$ cat src/sv/nsc_pkg.sv
// Shared types and constants for the NMEA sentence checksum checker.
package nsc_pkg;

    localparam logic [7:0] CH_DOLLAR = 8'h24;
    localparam logic [7:0] CH_STAR   = 8'h2A;
    localparam logic [7:0] CH_CR     = 8'h0D;
    localparam logic [7:0] CH_ZERO   = 8'h30;
    localparam logic [7:0] CH_NINE   = 8'h39;
    localparam logic [7:0] CH_UPPER_A = 8'h41;
    localparam logic [7:0] CH_UPPER_F = 8'h46;

    localparam logic [5:0] ERR_OFS_MISMATCH = 6'd2;
    localparam logic [5:0] ERR_OFS_OVERFLOW = 6'd3;

    typedef enum logic [1:0] {
        PH_HUNT = 2'd0,
        PH_BODY = 2'd1,
        PH_SUM  = 2'd2
    } t_phase;

    typedef enum logic [1:0] {
        V_NONE     = 2'd0,
        V_OK       = 2'd1,
        V_MISMATCH = 2'd2,
        V_OVERFLOW = 2'd3
    } t_verdict;

    typedef struct packed {
        logic [31:0] error_word;
        logic [7:0]  received_sum;
        logic [7:0]  computed_sum;
        logic [6:0]  body_length;
        t_verdict    verdict;
    } t_result;

endpackage

$ cat src/sv/nsc_core.sv
// Sentence state, checksum accumulation and verdict: one byte a cycle while enabled.
module nsc_core #(
    parameter int MAX_LENGTH = 72
) (
    input  logic            i_clk,
    input  logic            i_rst_n,
    input  logic            i_en,
    input  logic [7:0]      i_byte,
    input  logic [4:0]      i_err_base,
    output nsc_pkg::t_result o_res
);

    nsc_pkg::t_phase r_phase, n_phase;
    logic [6:0]      r_len, n_len;
    logic [7:0]      r_xor, n_xor;
    logic [15:0]     r_last, n_last;
    logic [31:0]     r_sticky, n_sticky;

    nsc_pkg::t_verdict w_verdict;
    logic [6:0]        w_len_inc;
    logic [7:0]        w_received;
    logic [4:0]        w_hi, w_lo;
    logic [5:0]        w_pos_mis, w_pos_ovf;

    // Decodes one uppercase hex digit; bit 4 flags a valid digit.
    function automatic logic [4:0] hex_nibble(input logic [7:0] c);
        logic [7:0] d;
        d = 8'h00;
        if (c >= nsc_pkg::CH_ZERO && c <= nsc_pkg::CH_NINE) begin
            d = c - nsc_pkg::CH_ZERO;
            return {1'b1, d[3:0]};
        end else if (c >= nsc_pkg::CH_UPPER_A && c <= nsc_pkg::CH_UPPER_F) begin
            d = c - nsc_pkg::CH_UPPER_A + 8'd10;
            return {1'b1, d[3:0]};
        end
        return 5'b0_0000;
    endfunction

    assign w_len_inc = r_len + 7'd1;
    assign w_hi      = hex_nibble(r_last[15:8]);
    assign w_lo      = hex_nibble(r_last[7:0]);
    assign w_pos_mis = {1'b0, i_err_base} + nsc_pkg::ERR_OFS_MISMATCH;
    assign w_pos_ovf = {1'b0, i_err_base} + nsc_pkg::ERR_OFS_OVERFLOW;

    // Datapath and verdict for the byte in flight.
    always_comb begin
        n_len      = r_len;
        n_xor      = r_xor;
        n_last     = r_last;
        n_sticky   = r_sticky;
        w_verdict  = nsc_pkg::V_NONE;
        w_received = 8'h00;
        if (r_phase != nsc_pkg::PH_HUNT) begin
            n_len  = w_len_inc;
            n_last = {r_last[7:0], i_byte};
            if (r_phase == nsc_pkg::PH_BODY) begin
                if (i_byte != nsc_pkg::CH_STAR) begin
                    n_xor = r_xor ^ i_byte;
                end
            end else if (i_byte == nsc_pkg::CH_CR) begin
                w_received = {w_hi[3:0], w_lo[3:0]};
                if (w_hi[4] && w_lo[4] && w_received == r_xor) begin
                    w_verdict = nsc_pkg::V_OK;
                end else begin
                    w_verdict = nsc_pkg::V_MISMATCH;
                    if (!w_pos_mis[5]) begin
                        n_sticky = n_sticky | (32'd1 << w_pos_mis[4:0]);
                    end
                end
            end
            if (w_verdict == nsc_pkg::V_NONE && w_len_inc > 7'(MAX_LENGTH)) begin
                w_verdict = nsc_pkg::V_OVERFLOW;
                if (!w_pos_ovf[5]) begin
                    n_sticky = n_sticky | (32'd1 << w_pos_ovf[4:0]);
                end
            end
        end
        o_res.verdict      = w_verdict;
        o_res.body_length  = n_len;
        o_res.computed_sum = n_xor;
        o_res.received_sum = w_received;
        o_res.error_word   = n_sticky;
    end

    // Phase sequencing.
    always_comb begin
        n_phase = r_phase;
        case (r_phase)
            nsc_pkg::PH_HUNT: begin
                if (i_byte == nsc_pkg::CH_DOLLAR) begin
                    n_phase = nsc_pkg::PH_BODY;
                end
            end
            nsc_pkg::PH_BODY: begin
                if (w_verdict != nsc_pkg::V_NONE) begin
                    n_phase = nsc_pkg::PH_HUNT;
                end else if (i_byte == nsc_pkg::CH_STAR) begin
                    n_phase = nsc_pkg::PH_SUM;
                end
            end
            nsc_pkg::PH_SUM: begin
                if (w_verdict != nsc_pkg::V_NONE) begin
                    n_phase = nsc_pkg::PH_HUNT;
                end
            end
            default: begin
                n_phase = nsc_pkg::PH_HUNT;
            end
        endcase
    end

    always_ff @(posedge i_clk) begin
        if (!i_rst_n) begin
            r_phase  <= nsc_pkg::PH_HUNT;
            r_len    <= 7'd0;
            r_xor    <= 8'h00;
            r_last   <= 16'h0000;
            r_sticky <= 32'h0000_0000;
        end else if (i_en) begin
            r_phase  <= n_phase;
            r_sticky <= n_sticky;
            if (w_verdict != nsc_pkg::V_NONE) begin
                r_len  <= 7'd0;
                r_xor  <= 8'h00;
                r_last <= 16'h0000;
            end else begin
                r_len  <= n_len;
                r_xor  <= n_xor;
                r_last <= n_last;
            end
        end
    end

    // While hunting, the sentence registers are always in their cleared state.
    a_hunt_clear : assert property (@(posedge i_clk) disable iff (!i_rst_n)
        r_phase == nsc_pkg::PH_HUNT |-> (r_len == 7'd0 && r_xor == 8'h00 && r_last == 16'h0000))
        else $error("sentence state not cleared while hunting");

    // Error flags only accumulate between resets.
    a_sticky_keep : assert property (@(posedge i_clk) disable iff (!i_rst_n)
        $past(i_rst_n) |-> ((r_sticky & $past(r_sticky)) == $past(r_sticky)))
        else $error("sticky error bit dropped");

    // An overlong sentence is always closed, so the stored count stays in range.
    a_len_range : assert property (@(posedge i_clk) disable iff (!i_rst_n)
        r_len <= 7'(MAX_LENGTH))
        else $error("stored sentence length beyond maximum");

endmodule

$ cat config.mk
export PLATFORM = sky130hd
export DESIGN_NAME = nsc_core
export DESIGN_NICKNAME = d
export VERILOG_FILES = /design/src/sv/nsc_pkg.sv /design/src/sv/nsc_core.sv
export SDC_FILE = /design/constraint.sdc
export NUM_CORES = 1
export LEC_CHECK = 0
export ABC_AREA = 1
export BUFFER_PORTS_ARGS = -buffer_cell sky130_fd_sc_hd__buf_2
export CAP_MARGIN = 20
export CORE_MARGIN = 4
export CORE_UTILIZATION = 58
export CTS_BUF_LIST = sky130_fd_sc_hd__clkbuf_16
export CTS_CLUSTER_DIAMETER = 120
export DETAILED_ROUTE_END_ITERATION = 8
export GPL_TIMING_DRIVEN = 0
export PLACE_DENSITY = 0.81
export SLEW_MARGIN = 10
export SYNTH_ARGS = -nofsm -noshare
export SYNTH_HDL_FRONTEND = slang
export SYNTH_SLANG_ARGS = --single-unit
$ cat constraint.sdc
create_clock -name i_clk -period 3 [get_ports i_clk]
set_input_delay 0.45 -clock i_clk [delete_from_list [all_inputs] [get_ports i_clk]]
set_output_delay 0.45 -clock i_clk [all_outputs]
set_load 0.02 [all_outputs]
==> results.md, run 1 <==
| Step | Metric | This run |
|:---|:---|:---|
| cts | Clock Sink Count | 65 |
| sta | Setup repair after global routing missed its margin | true |
| global routing | Number of antenna violations at the first check in global routing | 0 |
| cts | Number of CTS-inserted buffers | 9 |
| hold path | End point of the worst hold path | r_phase[0] |
| status | Run status | finished, violations left |
| route | Total number of vias | 5,711 |
| setup path | Critical Setup Path Class | reg2out |
| setup path | Minimum setup slack among reg-to-reg paths | 0.42 ns |
| cts | Clk root buf | clkbuf_16 |
| final layout | Final core utilization | 82.55% |
| die | Cell row count | 33 |
| cts | Insertion delay of the later-clocked pin in the worst-skew pair | 0.34 ns |
| route | Detailed-route vias per instance | 5.694 |
| placement | Area after detailed placement | 0.005448 mm^2 |
| cts | H-tree depth reported by CTS | 3 |
| sta | Shortest period the worst path allows | 3.160 ns |
| global routing | Gr usage total | 32.07% |
| route | Pre-antenna DRT Iters | 5 |
| die | Die area | 0.01010 mm^2 |
| sta | Post-route fraction of the period consumed by the critical path | 105.3% |
| sta | Highest clock frequency the design can meet | 0.3164 GHz |
| final layout | # fillers | 548 |
| placement | Worst setup timing slack at the placement stage | -0.01646 ns |
| route | WL final | 17,430 um |
| hold path | Beginning of the worst hold path | i_rst_n |
| sta | Max-slew violation total from the final report | 0 |
| yosys | Area of the mapped netlist | 0.004961 mm^2 |
| yosys | Warnings, synthesis | 0 |
| route | Final routed wire length divided by cell count | 17.38 um |
| die | Std-Cell Core Area | 0.008258 mm^2 |
| route | Detailed-route DRC error count | 0 |
| placement | Number of I/O port buffers | 71 |
| yosys | Cells after synthesis | 764 |
| sta | Transition time at the pin with the least slew margin | 0.8976 ns |
| sta | Final setup TNS | -3.727 ns |
| global routing | Largest net degree at the start of global routing | 13 |
| status | Failing checks | setup timing |
| hold path | Path type of the worst min-delay path | in2reg |
| sta | Worst relative slew slack | 40.16% |
| job | Number of max-cap violations | 0 |
| final layout | Post-Layout Inst Area | 0.006817 mm^2 |
| sta | Skew final | 0.008143 ns |
| yosys | Flip-flop and latch count after synthesis | 65 |
| power | Leakage power total | 2.848 nW |
| placement | Total instance count after detailed placement | 940 |
| setup path | Worst r2r path cells | 20 |
| cts | CTS tree | done |
| setup path | Endpoint of the most critical register-to-register path | r_sticky[20] |
| die | Chip Width | 100.5 um |
| setup path | Type of origin of the critical path | register |
| yosys | Syn_area_per_cell | 6.493 um^2 |
| final layout | Area delta synth->final | 37.40% |
| final layout | # nets final | 920 |
| sta | Final count of hold timing violations | 0 |
| final layout | Antenna fix cells | 0 |
| route | ANT nets after route | 0 |
| global routing | Final global-route overflow total | 0 |
| final layout | Fraction of layout cells with a size suffix above 1 | 40.09% |
| power | Power per unit of standard cell area | 345.9 mW/mm^2 |
| cts | Clock-pin slew on the worst setup and hold paths | 0.06 ns |
| die | Die Y-Extent | 100.5 um |
| setup path | Critical Path AT | 2.71 ns |
| sta | Setup slack of the critical path after layout | -0.1603 ns |
| sta | Final setup fails | 34 |
| placement | Weighted congestion reported at the end of routability-driven placement | 0.9188 |
| setup path | Critical path capture point type | output pin |
| hold path | Number of stages on the worst hold path | 3 |
| yosys | Share of synthesized area occupied by flip-flops and latches | 26.23% |
| setup path | Worst reg2reg path startpoint | r_last[0] |
| die | Effective utilization at floorplan | 60.08% |
| yosys | Count of different cell masters after synthesis | 38 |
| cts | Maximum root-to-sink buffer count | 2 |
| setup path | WP data required | 2.55 ns |
| global routing | Via count of the first global-routing pass | 5,415 |
| die | Number of primary I/O pins | 73 |
| global routing | Wire length of the first global-routing pass | 25,880 um |
| setup path | Largest fanout on the critical path | 5 |
| power | Worst vdd rail ir drop | 0.3583 mV |
| final layout | Cell Count, Final, Fillers Out | 1,003 |
| yosys | Synthesized netlist net count | 791 |
| route | Iter 0 DRT Violations | 499 |
| placement | Post-detailed-placement half-perimeter wirelength | 11,070 um |
==> state kept, by name, summed over array words and instances (netlist names) <==
name	flops
r_last	16
r_phase	2
r_xor	8
r_len	7
r_sticky	32
==> metal layers <==
layer  vias up  global-route usage (%)  part of all wire, %
li1       2674                       -                    -
met3        47                   4.913                  7.0
met1      2722                   44.13                   42
met4         0                   12.64                  2.5
met2       268                   50.51                   48
met5         -                       0                    0
==> synthesized netlist by cell type, drive strengths merged <==
| cell | count | share of area [%] |
|---|---|---|
| nand2 | 274 | 23 |
| a21oi | 72 | 8.9 |
| o21bai | 1 | 0.38 |
| nor3 | 20 | 2.9 |
| dfxtp | 65 | 26 |
| nand3 | 95 | 13 |
| xnor2 | 3 | 0.53 |
| ha | 11 | 2.8 |
| nor4 | 2 | 0.55 |
| nor2b | 1 | 0.13 |
| inv | 78 | 5.9 |
| or2 | 3 | 0.38 |
| nand3b | 4 | 0.61 |
| o21ai | 9 | 1.1 |
| clkbuf | 14 | 1.1 |
| nor2 | 72 | 5.9 |
| xor2 | 17 | 3.3 |
| buf | 20 | 2.8 |
| nand4 | 3 | 0.50 |
==> area by class of cell <==
type	count	area [um^2]	area share (%)
well taps	105	131.4	1.927
flip-flops and latches	65	1326	19.46
multi-input cells	588	3603	52.86
repair buffers	117	952.2	13.97
plain buffers	34	212.7	3.120
inverters	78	297.8	4.369
clock inverters	7	67.56	0.9912
clock buffers	9	225.2	3.304
==> cells by family (layout without fill, tap and decap cells) <==
logic type	Yosys count	in the layout	synth area share, %
AND/OR/NAND/NOR	474	475	47.06
buffers and inverters	112	245	9.811
AO/OA/AOI/OAI	82	82	10.29
flip-flops	65	65	26.23
XOR/XNOR	20	20	3.834
adder cells (fa/ha/maj)	11	11	2.774
==> where the power goes <==
part | leakage, nW | switching (W) | internal (W)
combinational | 2.18 | 0.000292 | 0.000103
sequential | 0.531 | 0.0000174 | 0.000876
clock | 0.141 | 0.000428 | 0.000642
total | 2.85 | 0.000737 | 0.00162
==> how the worst max path moves through the flow <==
stage,startpoint,endpoint,cells past startpoint
2_1_floorplan,i_err_base[1],o_res[50],10
3_3_place_gp,i_err_base[1],o_res[49],12
3_5_place_dp,i_err_base[1],o_res[49],12
4_1_cts,r_last[9],o_res[49],20
5_1_grt,r_last[8],o_res[44],14
6_report,r_last[0],o_res[50],18
==> layout by cell type (no fill, tap or decap), types with 11 or more instances in the layout <==
cell type | synthesis | final
nor3_1 | 16 | 16
buf_6 | 3 | 33
nand3_1 | 63 | 54
inv_2 | 11 | 14
buf_2 | 8 | 50
clkbuf_1 | 14 | 14
buf_4 | 3 | 43
a21oi_1 | 51 | 48
xor2_1 | 15 | 12
nand2_4 | 2 | 11
nand3_2 | 30 | 31
nand2_2 | 39 | 81
nor2_1 | 68 | 66
inv_1 | 67 | 62
dfxtp_1 | 65 | 53
nand2_1 | 233 | 182
a21oi_2 | 21 | 23
==> per-stage QoR <==
step	power [W]	hold WS, ns
finish	0.002358	0.3758
global route	0.002418	0.4125
CTS	0.002313	0.3751
detailed placement	0.001254	0.4488
global placement	0.001248	0.4437
floorplan	0.001148	0.4359
==> worst max-delay path, stage by stage (launching register included) <==
cell and delay [ns]:
dfxtp_4 0.39, inv_2 0.06, ha_4 0.16, nand2_2 0.08, nand3_4 0.10, nand2_4 0.14
nand2_2 0.06, nand2_2 0.10, nand2_2 0.08, nand2_2 0.08, nand3_4 0.08, nor2_4 0.16
nand3_4 0.13, bufbuf_16 0.30, nand3_2 0.06, nand2_2 0.06, nand2_1 0.07, nand2_1 0.08
buf_4 0.16
==> timing repair <==
item / in CTS / in global routing
hold endpoints to repair: 0 / 0
gates resized for setup: 84 / 109
buffers inserted: 26 / 17
setup endpoints to repair: 34 / 34
hold buffers: 0 / 0
cloned: 4 / 1
pin swaps: 22 / 33
No activity file was read; power rests on OpenSTA's default activity.
==> inputs of run 2 (changes only) <==
--- a/config.mk
+++ b/config.mk
@@ -14,6 +14,7 @@
 export CTS_CLUSTER_DIAMETER = 120
 export DETAILED_ROUTE_END_ITERATION = 8
 export GPL_TIMING_DRIVEN = 0
+export MAX_ROUTING_LAYER = met4
 export PLACE_DENSITY = 0.81
 export SLEW_MARGIN = 10
 export SYNTH_ARGS = -nofsm -noshare
==> results.md, run 2 (synthesized netlist as in run 1, its figures left out) <==
| Step | Metric | This run | vs previous |
|:---|:---|:---|:---|
| status | Run status | finished, violations left |  |
| status | Failing checks | setup timing |  |
| hold path | Beginning of the worst hold path | i_rst_n |  |
| die | Std-Cell Core Area | 0.008258 mm^2 | unchanged |
| die | Effective utilization at floorplan | 60.08% | unchanged |
| setup path | Critical path capture point type | output pin |  |
| cts | CTS tree | done |  |
| setup path | Critical Path AT | 2.73 ns | +0.02 ns |
| route | Detailed-route vias per instance | 5.600 | -1.6% |
| cts | Clock-pin slew on the worst setup and hold paths | 0.06 ns | about the same |
| setup path | Worst reg2reg path startpoint | r_last[1] |  |
| power | Leakage power total | 2.743 nW | -3.7% |
| sta | Final setup fails | 34 | unchanged |
| die | Cell row count | 33 | unchanged |
| die | Chip Width | 100.5 um | unchanged |
| route | Detailed-route DRC error count | 0 | unchanged |
| final layout | Fraction of layout cells with a size suffix above 1 | 36.95% | -3.1 points |
| cts | Clk root buf | clkbuf_16 |  |
| die | Number of primary I/O pins | 73 | unchanged |
| setup path | Critical Setup Path Class | reg2out |  |
| power | Worst vdd rail ir drop | 0.2974 mV | -17% |
| setup path | Family with the most delay on the worst path | simple AND/OR/NAND/NOR gates |  |
| sta | Transition time at the pin with the least slew margin | 0.8753 ns | -0.02233 ns |
| power | Overall power consumption | 0.002433 W | +3.2% |
| cts | Post-cts hold buffer count | 0 | unchanged |
| global routing | Via count of the first global-routing pass | 5,298 | -2.2% |
| global routing | Global routing usage on met3 | 4.775% | -0.14 points |
| sta | Max-slew violation total from the final report | 0 | unchanged |
| route | ANT nets after route | 0 | unchanged |
| setup path | Worst r2r path cells | 20 | unchanged |
| sta | Highest clock frequency the design can meet | 0.3145 GHz | -0.60% |
| setup path | Delay contributed by the slowest stage of the critical path | 0.37 ns | -0.02 ns |
| global routing | Largest net degree at the start of global routing | 13 | unchanged |
| sta | Final setup TNS | -3.897 ns | -0.1701 ns |
| global routing | Top Usage Layer GRT | met2 |  |
| job | Number of max-cap violations | 0 | unchanged |
| sta | Setup repair after global routing missed its margin | true |  |
| power | Power per unit of standard cell area | 374.1 mW/mm^2 | +8.2% |
| setup path | Minimum setup slack among reg-to-reg paths | 0.55 ns | +0.13 ns |
| setup path | WP data required | 2.55 ns | about the same |
| setup path | Count of buffering cells on the critical path with inverters included | 5 | +2 |
| setup path | Slowest stage cell on the critical path | dfxtp_4 |  |
| setup path | CP cell instances | inv_4, ha_4, nand3b_1, nand2_1, inv_1, nand2_2, nand2_4, buf_6, nand2_4, nand2_2, nand2_2, nand2_2, nor2_4, nand3_4, buf_12, nand3_2, nand2_2, nand2_1, nand2_2, buf_6 |  |
| power | Power spent charging and discharging nets | 0.0007248 W | -1.7% |
| setup path | Endpoint of the most critical register-to-register path | r_sticky[28] |  |
| die | Die Y-Extent | 100.5 um | unchanged |
| final layout | Antenna fix cells | 0 | unchanged |
| global routing | Final global-route overflow total | 0 | unchanged |
| placement | Weighted congestion reported at the end of routability-driven placement | 0.9545 | +3.9% |
| sta | Final count of hold timing violations | 0 | unchanged |
| final layout | Final core utilization | 78.76% | -3.8 points |
| final layout | Number of flip-flops in the largest register | 32 | unchanged |
| placement | Post-detailed-placement half-perimeter wirelength | 11,000 um | -0.60% |
| power | Relative contribution of sequential cells to total power | 36.6% | -1.3 points |
| global routing | Number of antenna violations at the first check in global routing | 0 | unchanged |
| sta | Post-route fraction of the period consumed by the critical path | 106.0% | +0.63 points |
| setup path | Largest fanout on the critical path | 5 | unchanged |
| final layout | Largest register by flop count | r_sticky |  |
| route | Final routed wire length divided by cell count | 16.43 um | -5.5% |
| global routing | GR met2 Demand/Resource | 49.80% | -0.71 points |
| sta | Setup slack of the critical path after layout | -0.1793 ns | -0.01896 ns |
| setup path | Launch point of the worst path | r_last[1] |  |
| cts | Clock Sink Count | 65 | unchanged |
| sta | Skew final | 0.009537 ns | +0.001394 ns |
| sta | Shortest period the worst path allows | 3.179 ns | +0.01896 ns |
| route | Iter 0 DRT Violations | 518 | +3.8% |
| final layout | Area delta synth->final | 31.10% |  |
| cts | Number of CTS-inserted buffers | 9 | unchanged |
| final layout | Commonest cells after routing, fill and taps aside | 196 x nand2_1, 70 x nand2_2, 65 x nor2_1 |  |
| setup path | Type of origin of the critical path | register |  |
| sta | Worst relative slew slack | 41.65% | +1.5 points |
| route | Total number of vias | 5,544 | -2.9% |
| power | Switching part of the total | 29.78% | -1.5 points |
| placement | Number of I/O port buffers | 71 | unchanged |
| setup path | Worst setup path endpoint | o_res[46] |  |
| power | Clk pwr share | 47.3% | +1.9 points |
| route | WL final | 16,260 um | -6.7% |
| hold path | Path type of the worst min-delay path | in2reg |  |
| final layout | Leading registers by flop count | r_sticky (32), r_last (16), r_xor (8) |  |
| placement | Worst setup timing slack at the placement stage | -0.04165 ns | -0.02519 ns |
| cts | Maximum root-to-sink buffer count | 2 | unchanged |
| final layout | # nets final | 907 | -1.4% |
| cts | Insertion delay of the later-clocked pin in the worst-skew pair | 0.34 ns | about the same |
| global routing | Wire length of the first global-routing pass | 25,450 um | -1.6% |
| power | Logic pwr share | 16.1% | -0.7 points |
| global routing | Gr usage total | 32.41% | +0.34 points |
| global routing | Met1 Resource Use GR | 43.45% | -0.68 points |
| setup path | Path length in cells of the critical path | 20 | +2 |
| final layout | Leading cell type in the layout, fill and taps excluded | nand2_1 |  |
| setup path | Critical Path Most Common Cell | nand2_2 |  |
| die | Die area | 0.01010 mm^2 | unchanged |
| power | Cell Int Power | 0.001709 W | +5.4% |
| route | Pre-antenna DRT Iters | 6 | +1 |
| cts | H-tree depth reported by CTS | 3 | unchanged |
==> run 2: power groups by stage <==
| stage | sequential [W] | clock, W | combinational [W] |
|---|---|---|---|
| 6_report | 0.000891 | 0.00115 | 0.000391 |
| 5_1_grt | 0.000892 | 0.00119 | 0.000423 |
| 4_1_cts | 0.000890 | 0.00115 | 0.000360 |
| 3_5_place_dp | 0.000911 | 0 | 0.000342 |
| 3_3_place_gp | 0.000911 | 0 | 0.000337 |
| 2_1_floorplan | 0.000907 | 0 | 0.000242 |
==> run 2: cell type report <==
class | count | area, um^2
Buffer | 34 | 198.9
Clock buffer | 9 | 225.2
Clock inverter | 7 | 92.59
Fill cell | 595 | 1754
Inverter | 78 | 302.8
Multi-Input combinational cell | 587 | 3470
Sequential cell | 65 | 1320
Tap cell | 105 | 131.4
Timing Repair Buffer | 105 | 763.2
==> run 2: worst register-to-register path, stage by stage (launching register included) <==
cell	delay (ns)
dfxtp_4	0.37
inv_4	0.05
ha_4	0.15
nand3b_1	0.16
nand2_1	0.09
inv_1	0.05
nand2_2	0.08
nand2_4	0.08
buf_6	0.14
nand2_4	0.05
nand2_2	0.05
nand2_2	0.08
nand2_2	0.07
nor2_4	0.14
nand3_4	0.18
buf_16	0.20
nand3_2	0.06
nand2_2	0.07
buf_4	0.13
nand2_1	0.07
a21oi_2	0.05
==> run 2: worst min path at each step <==
stage / to / cells after the start / slack (ns)
detailed placement: r_sticky[9] / 2 / 0.45
global route: r_phase[0] / 3 / 0.40
global placement: r_sticky[9] / 2 / 0.44
floorplan: r_sticky[11] / 2 / 0.44
CTS: r_phase[0] / 3 / 0.38
finish: r_phase[0] / 3 / 0.38
==> run 2: metrics by stage <==
| step | std cells | hold WS (ns) | instance area (um^2) |
|---|---|---|---|
| CTS | 976 | 0.3786 | 6163 |
| global placement | 940 | 0.4435 | 5448 |
| detailed placement | 940 | 0.4510 | 5448 |
| global route | 990 | 0.4009 | 6504 |
| finish | 990 | 0.3837 | 6504 |
| floorplan | 764 | 0.4359 | 4961 |
==> run 2: layer usage <==
layer	up-vias	wire (um)	part of all wire, %
met4	0	262	1.6
met3	29	1516	9.3
met5	-	0	0
li1	2656	-	-
met1	2558	6931	43
met2	301	7553	46
==> run 2: repair_timing <==
item	4_1_cts	5_1_grt
gates cloned	2	0
pin swaps	10	29
endpoints found under the setup margin	34	34
buffers inserted	18	14
resized for setup	69	69
